**config.mk**
```make
export PLATFORM = sky130hd
export DESIGN_NAME = rsm_queue
export DESIGN_NICKNAME = d
export VERILOG_FILES = /design/src/rsm_pkg.sv /design/src/rsm_queue.sv
export SDC_FILE = /design/constraint.sdc
export NUM_CORES = 1
export LEC_CHECK = 0
export BUFFER_PORTS_ARGS = -buffer_cell sky130_fd_sc_hd__buf_2
export CAP_MARGIN = 20
export CORE_ASPECT_RATIO = 1.25
export CORE_MARGIN = 2
export CORE_UTILIZATION = 25
export DETAILED_ROUTE_END_ITERATION = 16
export PLACE_DENSITY = 0.5
export SYNTH_ARGS = -nofsm -noshare
export SYNTH_HDL_FRONTEND = slang
export SYNTH_SLANG_ARGS = --single-unit
```
**constraint.sdc**
```tcl
create_clock -name aclk -period 3.7 [get_ports aclk]
set_input_delay 0 -clock aclk [delete_from_list [all_inputs] [get_ports aclk]]
set_output_delay 0 -clock aclk [all_outputs]
set_load 0.1 [all_outputs]
```
**src/rsm_pkg.sv**
```systemverilog
// Shared constants and types for the rotating stereo mixer.
package rsm_pkg;

    localparam int SAMPLE_BITS_DEF     = 24;
    localparam int PHASE_BITS_DEF      = 32;
    localparam int TABLE_ADDR_BITS_DEF = 10;

    // Width of the phase increment register.
    localparam int INC_W = 32;

    // Coefficients are Q1.24; the table peak is exactly 1.0 and needs 25 bits.
    localparam int COEF_FRAC = 24;
    localparam int COEF_W    = COEF_FRAC + 1;

    // Queue between the front and the back.
    localparam int QUEUE_DEPTH = 4;
    localparam int QPTR_W      = $clog2(QUEUE_DEPTH);
    localparam int QCNT_W      = $clog2(QUEUE_DEPTH + 1);

    typedef enum logic [1:0] {
        QUAD_0,
        QUAD_1,
        QUAD_2,
        QUAD_3
    } quad_t;

    typedef struct packed {
        logic [QCNT_W-1:0] count;
        logic              full;
        logic              empty;
    } q_status_t;

endpackage

```
**src/rsm_queue.sv**
```systemverilog
// Small FIFO that decouples the front end from the arithmetic back end.
module rsm_queue #(
    parameter int ENTRY_W = 2 + rsm_pkg::TABLE_ADDR_BITS_DEF + 2 * rsm_pkg::SAMPLE_BITS_DEF
) (
    input  logic               aclk,
    input  logic               aresetn,
    input  logic               push,
    input  logic [ENTRY_W-1:0] push_data,
    input  logic               pop,
    output logic [ENTRY_W-1:0] pop_data,
    output rsm_pkg::q_status_t status
);
    import rsm_pkg::*;

    logic [ENTRY_W-1:0] mem_reg [QUEUE_DEPTH];
    logic [QPTR_W-1:0]  wr_ptr_reg;
    logic [QPTR_W-1:0]  rd_ptr_reg;
    logic [QCNT_W-1:0]  count_reg;
    logic               do_push;
    logic               do_pop;

    assign status.count = count_reg;
    assign status.full  = (count_reg == QCNT_W'(QUEUE_DEPTH));
    assign status.empty = (count_reg == '0);

    assign do_push  = push && !status.full;
    assign do_pop   = pop && !status.empty;
    assign pop_data = mem_reg[rd_ptr_reg];

    always_ff @(posedge aclk) begin
        if (do_push) begin
            mem_reg[wr_ptr_reg] <= push_data;
        end
    end

    always_ff @(posedge aclk) begin
        if (!aresetn) begin
            wr_ptr_reg <= '0;
            rd_ptr_reg <= '0;
            count_reg  <= '0;
        end else begin
            if (do_push) begin
                wr_ptr_reg <= wr_ptr_reg + 1'b1;
            end
            if (do_pop) begin
                rd_ptr_reg <= rd_ptr_reg + 1'b1;
            end
            if (do_push && !do_pop) begin
                count_reg <= count_reg + 1'b1;
            end else if (do_pop && !do_push) begin
                count_reg <= count_reg - 1'b1;
            end
        end
    end

endmodule

```
==> impl_metrics.tcl <==
set metrics [dict create \
    power_mw 10.2 \
    synthTopCellsByArea "edfxtp_1, mux4_2, dfxtp_1" \
    grt_max_degree 61 \
    period_needed_ps 2650 \
    netlist.area_leader.share 0.783 \
    dpl.hpwl_um 10500 \
    p_leak_nw 3.93 \
    root_buffer "clkbuf_16" \
    crit_path_start_kind "flip-flop" \
    antennaDiodeCount 0 \
    rows 78 \
    reg2reg_depth 8 \
    postPlaceCellArea_sq_um 10300 \
    overflow 0 \
    hold_path_startpoint "push_data[48]" \
    ys_types 24 \
    post_layout_nonfiller_instances 1064 \
    cts_setup_buffers 0 \
    syn-num-nets 432 \
    fin_util 0.325 \
    wl_per_cell_um 17.3 \
    routed_wl_um 18400 \
    grt_antenna_before_repair 0 \
    cpPeakStageDelay_ps 540 \
    synth-seq-cells 249 \
    required_ps 4120 \
    start_util 0.254 \
    htree_levels 1 \
    io_buffers 128 \
    numCtsBuffers 25 \
    num_io_pins 129 \
    fin_skew_ps 7.19 \
    syn_inst 362 \
    fmax_mhz 377 \
    critical_path_cell_count 8 \
    drive_above_1_share 0.406 \
    final_antenna_net_count 0 \
    r2r_start "count_reg[0]$_SDFFE_PN0P_" \
    path_max_fanout 7 \
    cap_violations 0 \
    final_nets 636 \
    maxSlewViolCount 0 \
    netlist_area_sq_um 9210 \
    power_density_nw_per_um2 866 \
    cpMaxStageDelayCell "dfxtp_1" \
    layout_common_cells "edfxtp_1, buf_2, dlygate4sd3_1" \
    core_sq_um 36300 \
    clk_pin_slew_worst_paths_ps 60 \
    grt_pass1_vias 4869 \
    finalHoldViolCount 0 \
    finalCritPeriodShare 0.717 \
    cts.path.max_buffers 3 \
    drc 0 \
    synth_top_area_cell "edfxtp_1" \
    die_w_um 176 \
    cts.sinks 249 \
    insertion_delay_ps 510 \
    drt_iter0_markers 196 \
    worstMarginPinSlew_ps 991 \
    dieArea_sq_um 38400 \
    final.setup.tns_ps 0 \
    endpoint "count_reg[2]$_SDFFE_PN0P_" \
    largest_register_ff_count 240 \
    ir_drop_mv 0.636 \
    status "complete, no violations" \
    dp.cells 955 \
    r2r_end "count_reg[2]$_SDFFE_PN0P_" \
    rrSetupSlack_ps 1050 \
    drt_pass1_iterations 4 \
    syn_area_per_cell_sq_um 25.4 \
    grt_pass1_wl_um 27900 \
    crit_arrival_ps 3080 \
    rsz0062_at_grt "no" \
    die_y_um 219 \
    cp_num_buf_inv 1 \
    layout_commonest_cell "edfxtp_1" \
    worstPathCellList "nor3b_4 > nor2b_1 > ha_1 > inv_1 > fa_1 > xor2_1 > or3_1 > a21boi_0" \
    cts_tree "done" \
    hp-class "in -> reg" \
    yosys_warnings 0 \
    startpoint "count_reg[0]$_SDFFE_PN0P_" \
    area_growth_syn_to_layout_pct 28.3 \
    path_delay_family "simple AND/OR/NAND/NOR gates" \
    gp_congestion 0.651 \
    finalSetupViolCount 0 \
    yosysSeqAreaShare 0.802 \
    worstSetupPathType "reg -> reg" \
    grt.total_usage 0.0963 \
    ctsResizeCount 0 \
    final_area_sq_um 11800 \
    viasPerCell 4.07 \
    cts_hold_buffers 64 \
    vias 4328 \
    worstSetupEndpointType "flip-flop" \
    maxSlewHeadroom 0.339 \
]
-- cells by family (layout without fill, tap and decap cells) --
| group | count (synthesis) | after routing | synth area share |
|---|---|---|---|
| xor gates and xnor gates | 4 | 4 | 0.00381 |
| AOI/OAI and AO/OA | 4 | 4 | 0.00367 |
| muxes | 63 | 63 | 0.150 |
| adders and majority gates | 6 | 6 | 0.00897 |
| and+or+nand+nor | 17 | 17 | 0.0110 |
| buffers and inverters | 19 | 241 | 0.0201 |
| DFF | 249 | 249 | 0.802 |
-- worst min path at each step --
stage | cells past startpoint | to
2_1_floorplan | 0 | mem_reg[0][0]$_DFFE_PP_
3_5_place_dp | 1 | mem_reg[1][48]$_DFFE_PP_
5_1_grt | 2 | mem_reg[3][50]$_DFFE_PP_
6_report | 2 | mem_reg[1][48]$_DFFE_PP_
3_3_place_gp | 1 | mem_reg[2][55]$_DFFE_PP_
4_1_cts | 2 | mem_reg[1][48]$_DFFE_PP_
-- cells in the mapped netlist, drive strengths merged --
| library cell | n |
|---|---|
| xor2 | 1 |
| xnor2 | 3 |
| o311ai | 1 |
| and2 | 8 |
| a21boi | 1 |
| dfxtp | 9 |
| o21ai | 1 |
| inv | 3 |
| clkbuf | 1 |
| or3 | 1 |
| fa | 1 |
| nor2b | 2 |
| mux4 | 60 |
| nor3b | 1 |
| nor3 | 1 |
| edfxtp | 240 |
| o31ai | 1 |
| nand2 | 4 |
| ha | 5 |
| mux2i | 3 |
| buf | 15 |
-- layer usage --
layer	global-route usage	wire length [um]	vias up
met5	0	0	-
met4	0.0303	341	0
met3	0.0264	1110	20
met2	0.176	9620	101
met1	0.109	7300	2267
li1	-	-	1940
-- final cells by class --
type	count	area (sq um)
clock buffer	33	686
timing repair buffer	193	1300
inverter	3	11.3
tap	480	601
multi-input combinational	94	1650
fill	3529	24500
clock inverter	12	170
sequential	249	7390
-- report_power, final --
| group | leakage, nW | switching, mW | internal, mW |
|---|---|---|---|
| clock network | 0.421 | 1.02 | 1.59 |
| logic | 1.24 | 3.12 | 0.871 |
| registers | 2.27 | 0.208 | 3.43 |
-- through the flow --
stage	hold WS, ps	setup WS [ps]
final	239	1050
after global routing	219	892
after CTS	213	1040
after detailed placement	219	1050
after global placement	210	1340
after floorplan	98.9	14.2
Note: power is estimated with default switching activity, not from simulation.
