<file path="config.mk">
export PLATFORM = sky130hd
export DESIGN_NAME = rsm_front
export DESIGN_NICKNAME = d
export VERILOG_FILES = /design/src/rsm_pkg.sv /design/src/rsm_front.sv
export SDC_FILE = /design/constraint.sdc
export NUM_CORES = 1
export LEC_CHECK = 0
export BUFFER_PORTS_ARGS = -buffer_cell sky130_fd_sc_hd__buf_2
export CAP_MARGIN = 20
export CORE_MARGIN = 3
export CORE_UTILIZATION = 52
export CTS_CLUSTER_DIAMETER = 60
export CTS_CLUSTER_SIZE = 10
export DETAILED_ROUTE_END_ITERATION = 10
export PLACE_DENSITY = 0.82
export SYNTH_ARGS = -nofsm -noshare
export SYNTH_HDL_FRONTEND = slang
export SYNTH_SLANG_ARGS = --single-unit
</file>
<file path="constraint.sdc">
create_clock -name aclk -period 3.5 [get_ports aclk]
set_clock_uncertainty 0.05 [all_clocks]
set_input_delay 0.175 -clock aclk [delete_from_list [all_inputs] [get_ports aclk]]
set_output_delay 0.175 -clock aclk [all_outputs]
set_load 0.02 [all_outputs]
</file>
<file path="src/rsm_pkg.sv">
// Shared constants and types for the rotating stereo mixer.
package rsm_pkg;

    localparam int SAMPLE_BITS_DEF     = 24;
    localparam int PHASE_BITS_DEF      = 32;
    localparam int TABLE_ADDR_BITS_DEF = 10;

    // Width of the phase increment register.
    localparam int INC_W = 32;

    // Coefficients are Q1.24; the table peak is exactly 1.0 and needs 25 bits.
    localparam int COEF_FRAC = 24;
    localparam int COEF_W    = COEF_FRAC + 1;

    // Queue between the front and the back.
    localparam int QUEUE_DEPTH = 4;
    localparam int QPTR_W      = $clog2(QUEUE_DEPTH);
    localparam int QCNT_W      = $clog2(QUEUE_DEPTH + 1);

    typedef enum logic [1:0] {
        QUAD_0,
        QUAD_1,
        QUAD_2,
        QUAD_3
    } quad_t;

    typedef struct packed {
        logic [QCNT_W-1:0] count;
        logic              full;
        logic              empty;
    } q_status_t;

endpackage

</file>
<file path="src/rsm_front.sv">
// Front end: phase accumulator, increment register and angle classification.
module rsm_front #(
    parameter int SAMPLE_BITS     = rsm_pkg::SAMPLE_BITS_DEF,
    parameter int PHASE_BITS      = rsm_pkg::PHASE_BITS_DEF,
    parameter int TABLE_ADDR_BITS = rsm_pkg::TABLE_ADDR_BITS_DEF,
    parameter int ENTRY_W         = 2 + TABLE_ADDR_BITS + 2 * SAMPLE_BITS
) (
    input  logic                            aclk,
    input  logic                            aresetn,
    input  logic                            cfg_we,
    input  logic signed [rsm_pkg::INC_W-1:0] cfg_wdata,
    input  logic                            s_valid,
    output logic                            s_ready,
    input  logic signed [SAMPLE_BITS-1:0]   s_left_sample,
    input  logic signed [SAMPLE_BITS-1:0]   s_right_sample,
    input  logic                            q_full,
    output logic                            q_push,
    output logic [ENTRY_W-1:0]              q_entry
);
    import rsm_pkg::*;

    localparam int ADDR_W = TABLE_ADDR_BITS + 2;

    logic        [PHASE_BITS-1:0]        phase_reg;
    logic        [PHASE_BITS-1:0]        phase_next;
    logic signed [INC_W-1:0]             inc_reg;
    logic        [PHASE_BITS-1:0]        inc_ext;
    logic        [PHASE_BITS+ADDR_W-1:0] phase_pad;
    logic        [ADDR_W-1:0]            table_addr;

    // Padding below the phase covers a phase narrower than the table address.
    assign phase_pad  = {phase_reg, ADDR_W'(0)};
    assign table_addr = phase_pad[PHASE_BITS+ADDR_W-1 -: ADDR_W];

    assign inc_ext    = PHASE_BITS'(inc_reg);
    assign phase_next = phase_reg + inc_ext;

    assign s_ready = !q_full;
    assign q_push  = s_valid && !q_full;
    assign q_entry = {table_addr, s_left_sample, s_right_sample};

    always_ff @(posedge aclk) begin
        if (!aresetn) begin
            phase_reg <= '0;
            inc_reg   <= '0;
        end else begin
            if (cfg_we) begin
                inc_reg <= cfg_wdata;
            end
            if (q_push) begin
                phase_reg <= phase_next;
            end
        end
    end

endmodule

</file>
==> run metrics, run 1 <==
status finished, final reports clean; Sw Ratio 27.5%; post-synth top area cell dfxtp_1; overall routed net length 9740 um; Post-synth ARST share 0%; Synthesized Nets 665; CP Capture Type flip-flop; Die ar. 9910 um^2; GRT Total Usage 20.0%; #FFs+latches synth 64; Site Rows 33; DP HPWL 7080 um; number of flops mapped to enable cells by yosys 0; Syn Area/Cell 8.31 um^2; Die Wd 99.6 um; largest net degree at the start of global routing 55; final setup fails 0; Clock Root Buffer clkbuf_8; fin nets 643; sequential power share 49.3%; Post CTS Setup Buffer Count 0; Hold Path Class input port to flip-flop; final hold violation count 0; cts hold-fix bufs 0; crit path DAT 2.97 ns; vias in the first global route 3551; Worst setup SP type flip-flop; top cell type's share of synthesized area 28.1%; worst slew pin tran 0.969 ns; unrepaired setup endpoints after global routing no; synth top area cells dfxtp_1 (28%), buf_4 (9.9%), ha_1 (8.5%); Antenna Cells 0; ys flop type dfxtp_1; VDD IR max 182 uV; Yosys warnings 0; GR Overflow Total 0; post_cts resized 0; initial antenna violation count 0; Setup TNS 0 ns; Vias/cell 5.85; clk slew on worst S/H paths 0.07 ns; Max Clock Freq 365 MHz; First-pass DRT Iterations 4; Final Cycle Share 78.4%; pins over their slew limit 0; ANT nets after route 0; starting density of the core 54.6%; area delta synth->final 0.220%; pwr/cell area 351 nW/um^2; CP Class flip-flop to flip-flop; Core Region 8340 um^2; fin crit period 2.74 ns; Unique masters post-synth 60; H-tree levels 3; CTS tree done; Fillers 782; # Max-Cap Violations 0; Post-Syn Area 4550 um^2; Residual DRC 0; CP required 3.73 ns; Seq/Total Area, Yosys 28.1%; Die Ht 99.6 um; CTS Buf Count 9; Iteration-0 DRC Markers 205; Max-Slew Margin vs Limit 35.4%; Crit Path Max Fanout 3; port bufs 50; combinational share of power 16.6%; Register Area 1280 um^2; clock share of power 34.1%; Max Buffers Root-to-Sink 2; Placer Congestion 0.927; # IOs 147; Wirelength per Cell 15.4 um; Synth Instances 548; multi-input logic area 2690 um^2; vias post-DR 3706; Static Leak 2.07 nW; post-layout total power 1.60 mW; clk_lat worst skew 0.34 ns; Int Pwr 1.16 mW; first-pass GRT wire length 16300 um; Sink Count 64; fraction of layout cells with a size suffix above 1 14.0%; switching pwr 441 uW; FF-to-FF setup slack 0.76 ns
## path summary, 6_finish.rpt
| path | from | to | cells past startpoint |
|---|---|---|---|
| worst max-delay path | phase_reg[1] | phase_reg[31] | 9 |
| worst min-delay path | cfg_wdata[11] | inc_ext[11] | 3 |
| worst max register to register | phase_reg[1] | phase_reg[31] | 9 |
| worst min register to register | phase_reg[13] | phase_reg[13] | 2 |
## routing by layer
metal	global-route usage [%]	routed length, um	vias to the layer above
met5	0	0	-
met4	9.77	221	0
met3	3.65	600	32
met2	32.4	4490	134
met1	25.5	4420	1716
li1	-	-	1824
## synthesized netlist by cell type, drive strengths merged (4+ instances only)
cell type	count
o211ai	4
a21oi	37
a21boi	6
inv	10
a21o	14
dfxtp	64
nand2	46
o21ai	38
and2	15
or3	4
nor2	15
ha	31
xnor2	10
nand4b	4
buf	66
a211oi	4
mux2i	33
o21bai	7
xor2	10
clkbuf	19
nor2b	33
nand3	28
and3	9
## cells by family (layout without fill, tap and decap cells)
kind of cell / Yosys count / in the layout / synth area share (%)
fa+ha+maj: 32 / 32 / 8.96
buf+inv: 95 / 75 / 12.8
flops: 64 / 64 / 28.1
xor+xnor: 20 / 20 / 3.85
compound gates: 131 / 131 / 18.2
mux: 33 / 33 / 7.26
simple gates: 173 / 173 / 20.8
## power by group through the flow
stage | clock network (mW) | registers [mW] | logic, mW
finish | 0.546 | 0.789 | 0.266
detailed placement | 0 | 0.805 | 0.263
global route | 0.590 | 0.793 | 0.298
global placement | 0 | 0.803 | 0.254
CTS | 0.557 | 0.789 | 0.265
floorplan | 0 | 0.797 | 0.285
## worst max-delay path: stages (launching register included)
cell      delay, ns
dfxtp_1        0.35
ha_1           0.32
a211oi_1       0.38
nor4_2         0.12
nor4_1         0.48
o22ai_1        0.20
o221ai_1       0.24
xor2_1         0.10
or3_1          0.31
a21boi_1       0.13
## stage by stage
stage	cells	util [%]	hold WS, ns	instance area, um^2	setup WS [ns]
3_3_place_gp	620	52.8	0.300	4400	0.890
3_5_place_dp	620	52.8	0.300	4400	0.826
6_report	633	54.7	0.0401	4560	0.757
2_1_floorplan	548	-	0.295	4550	1.05
5_1_grt	633	54.7	0.0465	4560	0.496
4_1_cts	633	54.7	0.0353	4560	0.781
## area by class of cell
cell class,count,area share [%]
multi-input cells,389,58.9
flip-flops and latches,64,28.1
repair buffers,52,5.81
clock buffers,12,3.40
well taps,105,2.88
inverters,10,0.823
clock inverters,1,0.110
## cell usage in the layout (no fill, tap or decap), types with 4 or more instances in the layout
cell / count
nand3_1: 27
or3_1: 4
nor2b_1: 33
o21bai_1: 7
a21o_1: 14
xnor2_1: 10
ha_1: 31
nor2_1: 15
clkbuf_8: 11
xor2_1: 10
a21boi_0: 4
mux2i_1: 33
a21oi_1: 37
nand4b_1: 4
and2_1: 15
inv_1: 10
nand2_1: 46
dfxtp_1: 64
buf_2: 50
o21ai_0: 20
o21ai_1: 18
and3_1: 8
Power figures use the tool's default switching activity.
==> inputs of run 2 (changes only) <==
- ABC_AREA: unset -> 1
- CORE_UTILIZATION: 52 -> 48
- PLACE_DENSITY: 0.82 -> 0.78
- clock period: 3.5 -> 2.4 ns (I/O delays scaled with it)
==> run 2 against run 1 <==
Clock-buffer cell count unchanged. Fmax up 36%. Critical path depth up 3. Die area up 21%. Area after synthesis up 13%. Via count up 33%. Synthesized cell count up 57%. Combinational power rose to 2.5 times the previous value. Design area up 22%. Sequential power up 51%. Flip-flop and latch count unchanged. Utilization down 0.85 points.
==> run metrics, run 2 <==
most frequent CP cell nand3_1; post-synth top area cell dfxtp_1; CP Class flip-flop to flip-flop; Synth Instances 863 (+57%); Die Ht 110 um (+10%); Unique masters post-synth 30 (-50%); area delta synth->final 8.46%; Critical Path, Cell by Cell ha_1 > fa_1 > nand3_1 > nand3_1 > nand3_1 > nand3_2 > nand3_1 > nand2_1 > nand2_1 > nand3_1 > nand2_1 > inv_1; Die ar. 12000 um^2 (+21%); pwr/cell area 497 nW/um^2 (+42%); Hold Path Class input port to flip-flop; clk slew on worst S/H paths 0.07 ns (about the same); Crit path largest cell delay 0.44 ns (-0.04 ns); Die Wd 110 um (+10%); largest net degree at the start of global routing 51 (-7.3%); status finished, final reports clean; CTS Buf Count 9 (unchanged); Vias/cell 4.82 (-18%); final setup fails 0 (unchanged); Syn Area/Cell 5.97 um^2 (-28%); slowest library cell on the worst path fa_1; Max-Slew Margin vs Limit 60.7% (+25 points); Wirelength per Cell 12.2 um (-21%); Core Region 10400 um^2 (+24%); GRT Total Usage 21.8% (+1.9 points); Register Area 1280 um^2 (unchanged); list of most frequent post-synthesis cells nand2_1 (220), nor2_1 (163), inv_1 (137); worst hold stages 3 (unchanged); vias post-DR 4922 (+33%); fin crit period 2.01 ns (-0.729 ns); overall routed net length 12500 um (+28%); final hold violation count 0 (unchanged); clk_lat worst skew 0.35 ns (about the same); VDD IR max 319 uV (+75%); Max Clock Freq 496 MHz (+36%); initial antenna violation count 0 (unchanged); Post CTS Setup Buffer Count 0 (unchanged); Setup WS pre-CTS 0.393 ns (-0.433 ns); most common cell after layout, fill and taps aside nand2_1; Placer Congestion 0.932 (+0.50%); crit path DAT 2.21 ns (-0.76 ns); Site Rows 37 (+12%); FF-to-FF setup slack 0.39 ns (-0.37 ns); reg2reg end phase_reg[20]; fin nets 999 (+55%); CP Capture Type flip-flop; Hold Path Sink inc_ext[27]; Final Cycle Share 83.9% (+5.6 points); Post-Layout Inst Area 5580 um^2 (+22%); Placement Cell Area 5080 um^2 (+15%); Post-Syn Area 5150 um^2 (+13%); Synthesized Nets 980 (+47%); HP Start aresetn; CP required 2.60 ns (-1.13 ns); # Max-Cap Violations 0 (unchanged); multi-input logic area 2800 um^2 (+4.3%); post-layout total power 2.78 mW (+73%); synth top area cells dfxtp_1 (25%), nand2_1 (16%), nor2_1 (12%); Static Leak 3.25 nW (+57%); count leader, synth nand2_1; Seq/Total Area, Yosys 24.9% (-3.3 points); First-pass DRT Iterations 6 (+2); Residual DRC 0 (unchanged); ys flop type dfxtp_1; top cell type's share of synthesized area 24.9% (-3.3 points); port bufs 50 (unchanged); Max Buffers Root-to-Sink 2 (unchanged); pins over their slew limit 0 (unchanged); #FFs+latches synth 64 (unchanged); CTS tree done; Yosys warnings 0 (unchanged); top cell family by delay on the critical path simple AND/OR/NAND/NOR gates; fraction of layout cells with a size suffix above 1 10.9% (-3.1 points); GR Overflow Total 0 (unchanged); Buf+Inv Stages, Crit Path 1 (+1); starting density of the core 49.7% (-4.9 points); Post-synth ARST share 0% (unchanged); Final WS setup 0.385 ns (-0.371 ns); number of flops mapped to enable cells by yosys 0 (unchanged); unrepaired setup endpoints after global routing no; Clock Root Buffer clkbuf_8; R2R depth 12 (+3); Fillers 1112 (+42%); worst slew pin tran 0.588 ns (-0.381 ns); commonest cells after routing, fill and taps aside nand2_1 (220), nor2_1 (163), inv_1 (137); ANT nets after route 0 (unchanged); Worst setup SP type flip-flop; Setup TNS 0 ns (unchanged); Crit Path Max Fanout 4 (+1); # IOs 147 (unchanged); DP HPWL 9090 um (+28%); worst r2r src phase_reg[0]; Antenna Cells 0 (unchanged); Iteration-0 DRC Markers 318 (+55%); H-tree levels 3 (unchanged); Sink Count 64 (unchanged); first-pass GRT wire length 20700 um (+27%); vias in the first global route 4444 (+25%)
run 2: where the power goes:
| part | internal (mW) | switching [mW] |
|---|---|---|
| logic | 0.262 | 0.413 |
| registers | 1.14 | 0.0473 |
| clock network | 0.502 | 0.413 |
run 2: kinds of logic after synthesis:
| logic type | after synthesis | share of synthesized area, % |
|---|---|---|
| xor+xnor | 15 | 2.55 |
| compound gates | 82 | 8.43 |
| flops | 64 | 24.9 |
| buf+inv | 219 | 20.7 |
| fa+ha+maj | 32 | 7.92 |
| simple gates | 451 | 35.5 |
run 2: worst min-delay path, delay by kind of cell:
kind            cells  cell delay, ns
simple gates        1            0.04
compound gates      1            0.11
buf+inv             1            0.20
run 2: per-stage QoR:
step	utilization (%)	hold WS (ns)	std cells
2_1_floorplan	-	0.205	863
3_3_place_gp	49.0	0.190	975
5_1_grt	53.8	0.141	1022
6_report	53.8	0.134	1022
3_5_place_dp	49.0	0.190	975
4_1_cts	53.8	0.125	1022
run 2: metal layers:
metal | part of all wire (%) | vias to the layer above | GRT usage (%) | routed length [um]
met3 | 6.9 | 31 | 2.58 | 857
met1 | 48 | 2138 | 30.1 | 5940
li1 | - | 2592 | - | -
met4 | 3.2 | 0 | 10.5 | 395
met5 | 0 | - | 0 | 0
met2 | 42 | 161 | 33.8 | 5280
run 2: final cells by class:
type	count	area share (%)
clock buffer	12	2.60
clock inverter	3	0.762
inverter	141	9.48
multi-input combinational	580	50.2
sequential	64	22.9
tap	136	3.05
timing repair buffer	86	11.0
run 2: how the worst max path moves through the flow:
stage	startpoint	end	slack [ns]	cells after the start
6_report	phase_reg[0]	phase_reg[20]	0.39	12
5_1_grt	phase_reg[0]	phase_reg[24]	0.21	12
4_1_cts	phase_reg[0]	phase_reg[20]	0.38	12
3_5_place_dp	phase_reg[0]	phase_reg[20]	0.39	12
3_3_place_gp	phase_reg[0]	phase_reg[20]	0.45	12
2_1_floorplan	phase_reg[0]	phase_reg[20]	0.59	12
run 2: repair_timing:
| action | 4_1_cts | 5_1_grt |
|---|---|---|
| gates resized for setup | 0 | 0 |
| endpoints found under the hold margin | 32 | 0 |
| hold buffers | 32 | 0 |
==> inputs of run 3 (changes only) <==
- CORE_UTILIZATION: 48 -> 53
- PLACE_DENSITY: 0.78 -> 0.81
- clock period: 2.4 -> 1.9 ns (I/O delays scaled with it)
==> run 3 against run 2 <==
Clock-buffer cell count down 1. First-iteration DRC count grew 18%. Worst hold slack got worse by 0.047 ns. Via count rose by 3.5%. Routed wire length up 8.2%. Setup slack got worse by 0.31 ns. Register-to-register slack got worse by 0.31 ns. Sequential share of layout area shrank 1.7 points. Sequential power increased by 28%. Combinational power grew 47%. Die area decreased by 8.9%. Global-route usage is 2.1 points higher. Largest cell class unchanged. Highest routed layer unchanged.
==> run metrics, run 3 (synthesis results as in run 2) <==
status finished, final reports clean; Clock Root Buffer clkbuf_8; area delta synth->final 18.1%; First-pass DRT Iterations 5 (-1); H-tree levels 3 (unchanged); Site Rows 35 (-5.4%); Critical Path, Cell by Cell ha_2 > nand2_2 > inv_1 > nand2_1 > nand2_1 > a21oi_2 > nand2_4 > xor2_1 > o21ai_1 > inv_1; Setup TNS 0 ns (unchanged); first-pass GRT wire length 21700 um (+4.5%); commonest cells after routing, fill and taps aside nand2_1 (199), nor2_1 (154), inv_1 (137); Sink Count 64 (unchanged); slowest library cell on the worst path dfxtp_1; crit path launch phase_reg[14]; FF-to-FF setup slack 0.08 ns (-0.31 ns); CP Capture Type flip-flop; final hold slack 0.0873 ns (-0.0468 ns); Buf+Inv Stages, Crit Path 2 (+1); CTS Buf Count 9 (unchanged); top cell family by delay on the critical path simple AND/OR/NAND/NOR gates; clk_lat worst skew 0.35 ns (about the same); Antenna Cells 0 (unchanged); final hold violation count 0 (unchanged); Final Cycle Share 96.0% (+12 points); starting density of the core 55.2% (+5.5 points); CP required 2.09 ns (-0.51 ns); Max-Slew Margin vs Limit 72.9% (+12 points); worst hold stages 3 (unchanged); fin crit period 1.82 ns (-0.191 ns); ANT nets after route 0 (unchanged); # IOs 147 (unchanged); initial antenna violation count 0 (unchanged); Crit Path Max Fanout 4 (unchanged); reg2reg end phase_reg[15]; DP HPWL 9260 um (+1.9%); largest net degree at the start of global routing 33 (-35%); crit path DAT 2.01 ns (-0.20 ns); port bufs 50 (unchanged); overall routed net length 13500 um (+8.2%); fraction of layout cells with a size suffix above 1 21.4% (+10 points); Fillers 840 (-24%); Vias/cell 4.95 (+2.7%); Iteration-0 DRC Markers 375 (+18%); pwr/cell area 613 nW/um^2 (+23%); vias in the first global route 4729 (+6.4%); Hold Path Sink inc_ext[29]; Die Ht 105 um (-4.6%); fin nets 1013 (+1.4%); Max Buffers Root-to-Sink 2 (unchanged); CTS tree done; Worst setup SP type flip-flop; CP Class flip-flop to flip-flop; most common cell after layout, fill and taps aside nand2_1; clk slew on worst S/H paths 0.08 ns (about the same); Hold Path Class input port to flip-flop; Die ar. 10900 um^2 (-8.9%); VDD IR max 382 uV (+20%); Die Wd 105 um (-4.6%); Placer Congestion 0.955 (+2.4%); Post-Layout Inst Area 6080 um^2 (+8.9%); worst r2r src phase_reg[14]; Static Leak 3.33 nW (+2.5%); vias post-DR 5095 (+3.5%); pins over their slew limit 0 (unchanged); Residual DRC 0 (unchanged); final setup fails 0 (unchanged); HP Start aresetn; Max Clock Freq 548 MHz (+10%); worst slew pin tran 0.407 ns (-0.181 ns); # Max-Cap Violations 0 (unchanged); unrepaired setup endpoints after global routing yes; GRT Total Usage 24.0% (+2.1 points); Placement Cell Area 5140 um^2 (+1.2%); Core Region 9330 um^2 (-10%); Wirelength per Cell 13.1 um (+7.3%); R2R depth 10 (-2); GR Overflow Total 0 (unchanged); Crit path largest cell delay 0.37 ns (-0.07 ns)
## run 3: timing repair
action	4_1_cts	5_1_grt
resized for setup	2	97
hold endpoints to repair	32	0
gates cloned	0	0
pin swaps	0	8
buffers inserted	0	3
endpoints found under the setup margin	8	24
hold buffers	32	0
## run 3: tightest hold or removal path: stages
cell and delay [ns]:
buf_2 0.20, o21ai_0 0.11, nor2_1 0.04
## run 3: layout make-up
type | instances | area, um^2 | share of cell area (%)
multi-input combinational | 580 | 3200 | 52.6
sequential | 64 | 1290 | 21.2
timing repair buffer | 100 | 706 | 11.6
inverter | 141 | 529 | 8.70
tap | 129 | 161 | 2.65
clock buffer | 11 | 141 | 2.32
clock inverter | 5 | 56.3 | 0.926
## run 3: through the flow
stage	util, %	cells	power (mW)	worst slack [ns]
final	65.2	1030	3.73	0.0760
after global routing	65.2	1030	3.93	-0.0915
after CTS	60.7	1027	3.59	0.0125
after detailed placement	55.1	979	2.34	-0.0596
after global placement	55.1	979	2.32	-0.0193
after floorplan	-	863	2.27	0.0928
## run 3: report_power, final
group | internal, mW | switching, mW | leakage [nW]
logic | 0.423 | 0.573 | 2.70
clock network | 0.640 | 0.572 | 0.0993
registers | 1.44 | 0.0816 | 0.533
## run 3: how the worst max path moves through the flow
stage	end	slack [ns]	depth (start not counted)
floorplan	phase_reg[20]	0.09	12
global placement	phase_reg[24]	-0.02	12
finish	phase_reg[15]	0.08	10
global route	phase_reg[29]	-0.09	13
CTS	phase_reg[15]	0.01	10
detailed placement	phase_reg[24]	-0.06	12
## run 3: per-layer routing
metal | global-route usage (%) | share of wire [%]
met1 | 32.9 | 46
met2 | 38.7 | 46
met3 | 3.52 | 6.6
met4 | 7.79 | 1.6
met5 | 0 | 0
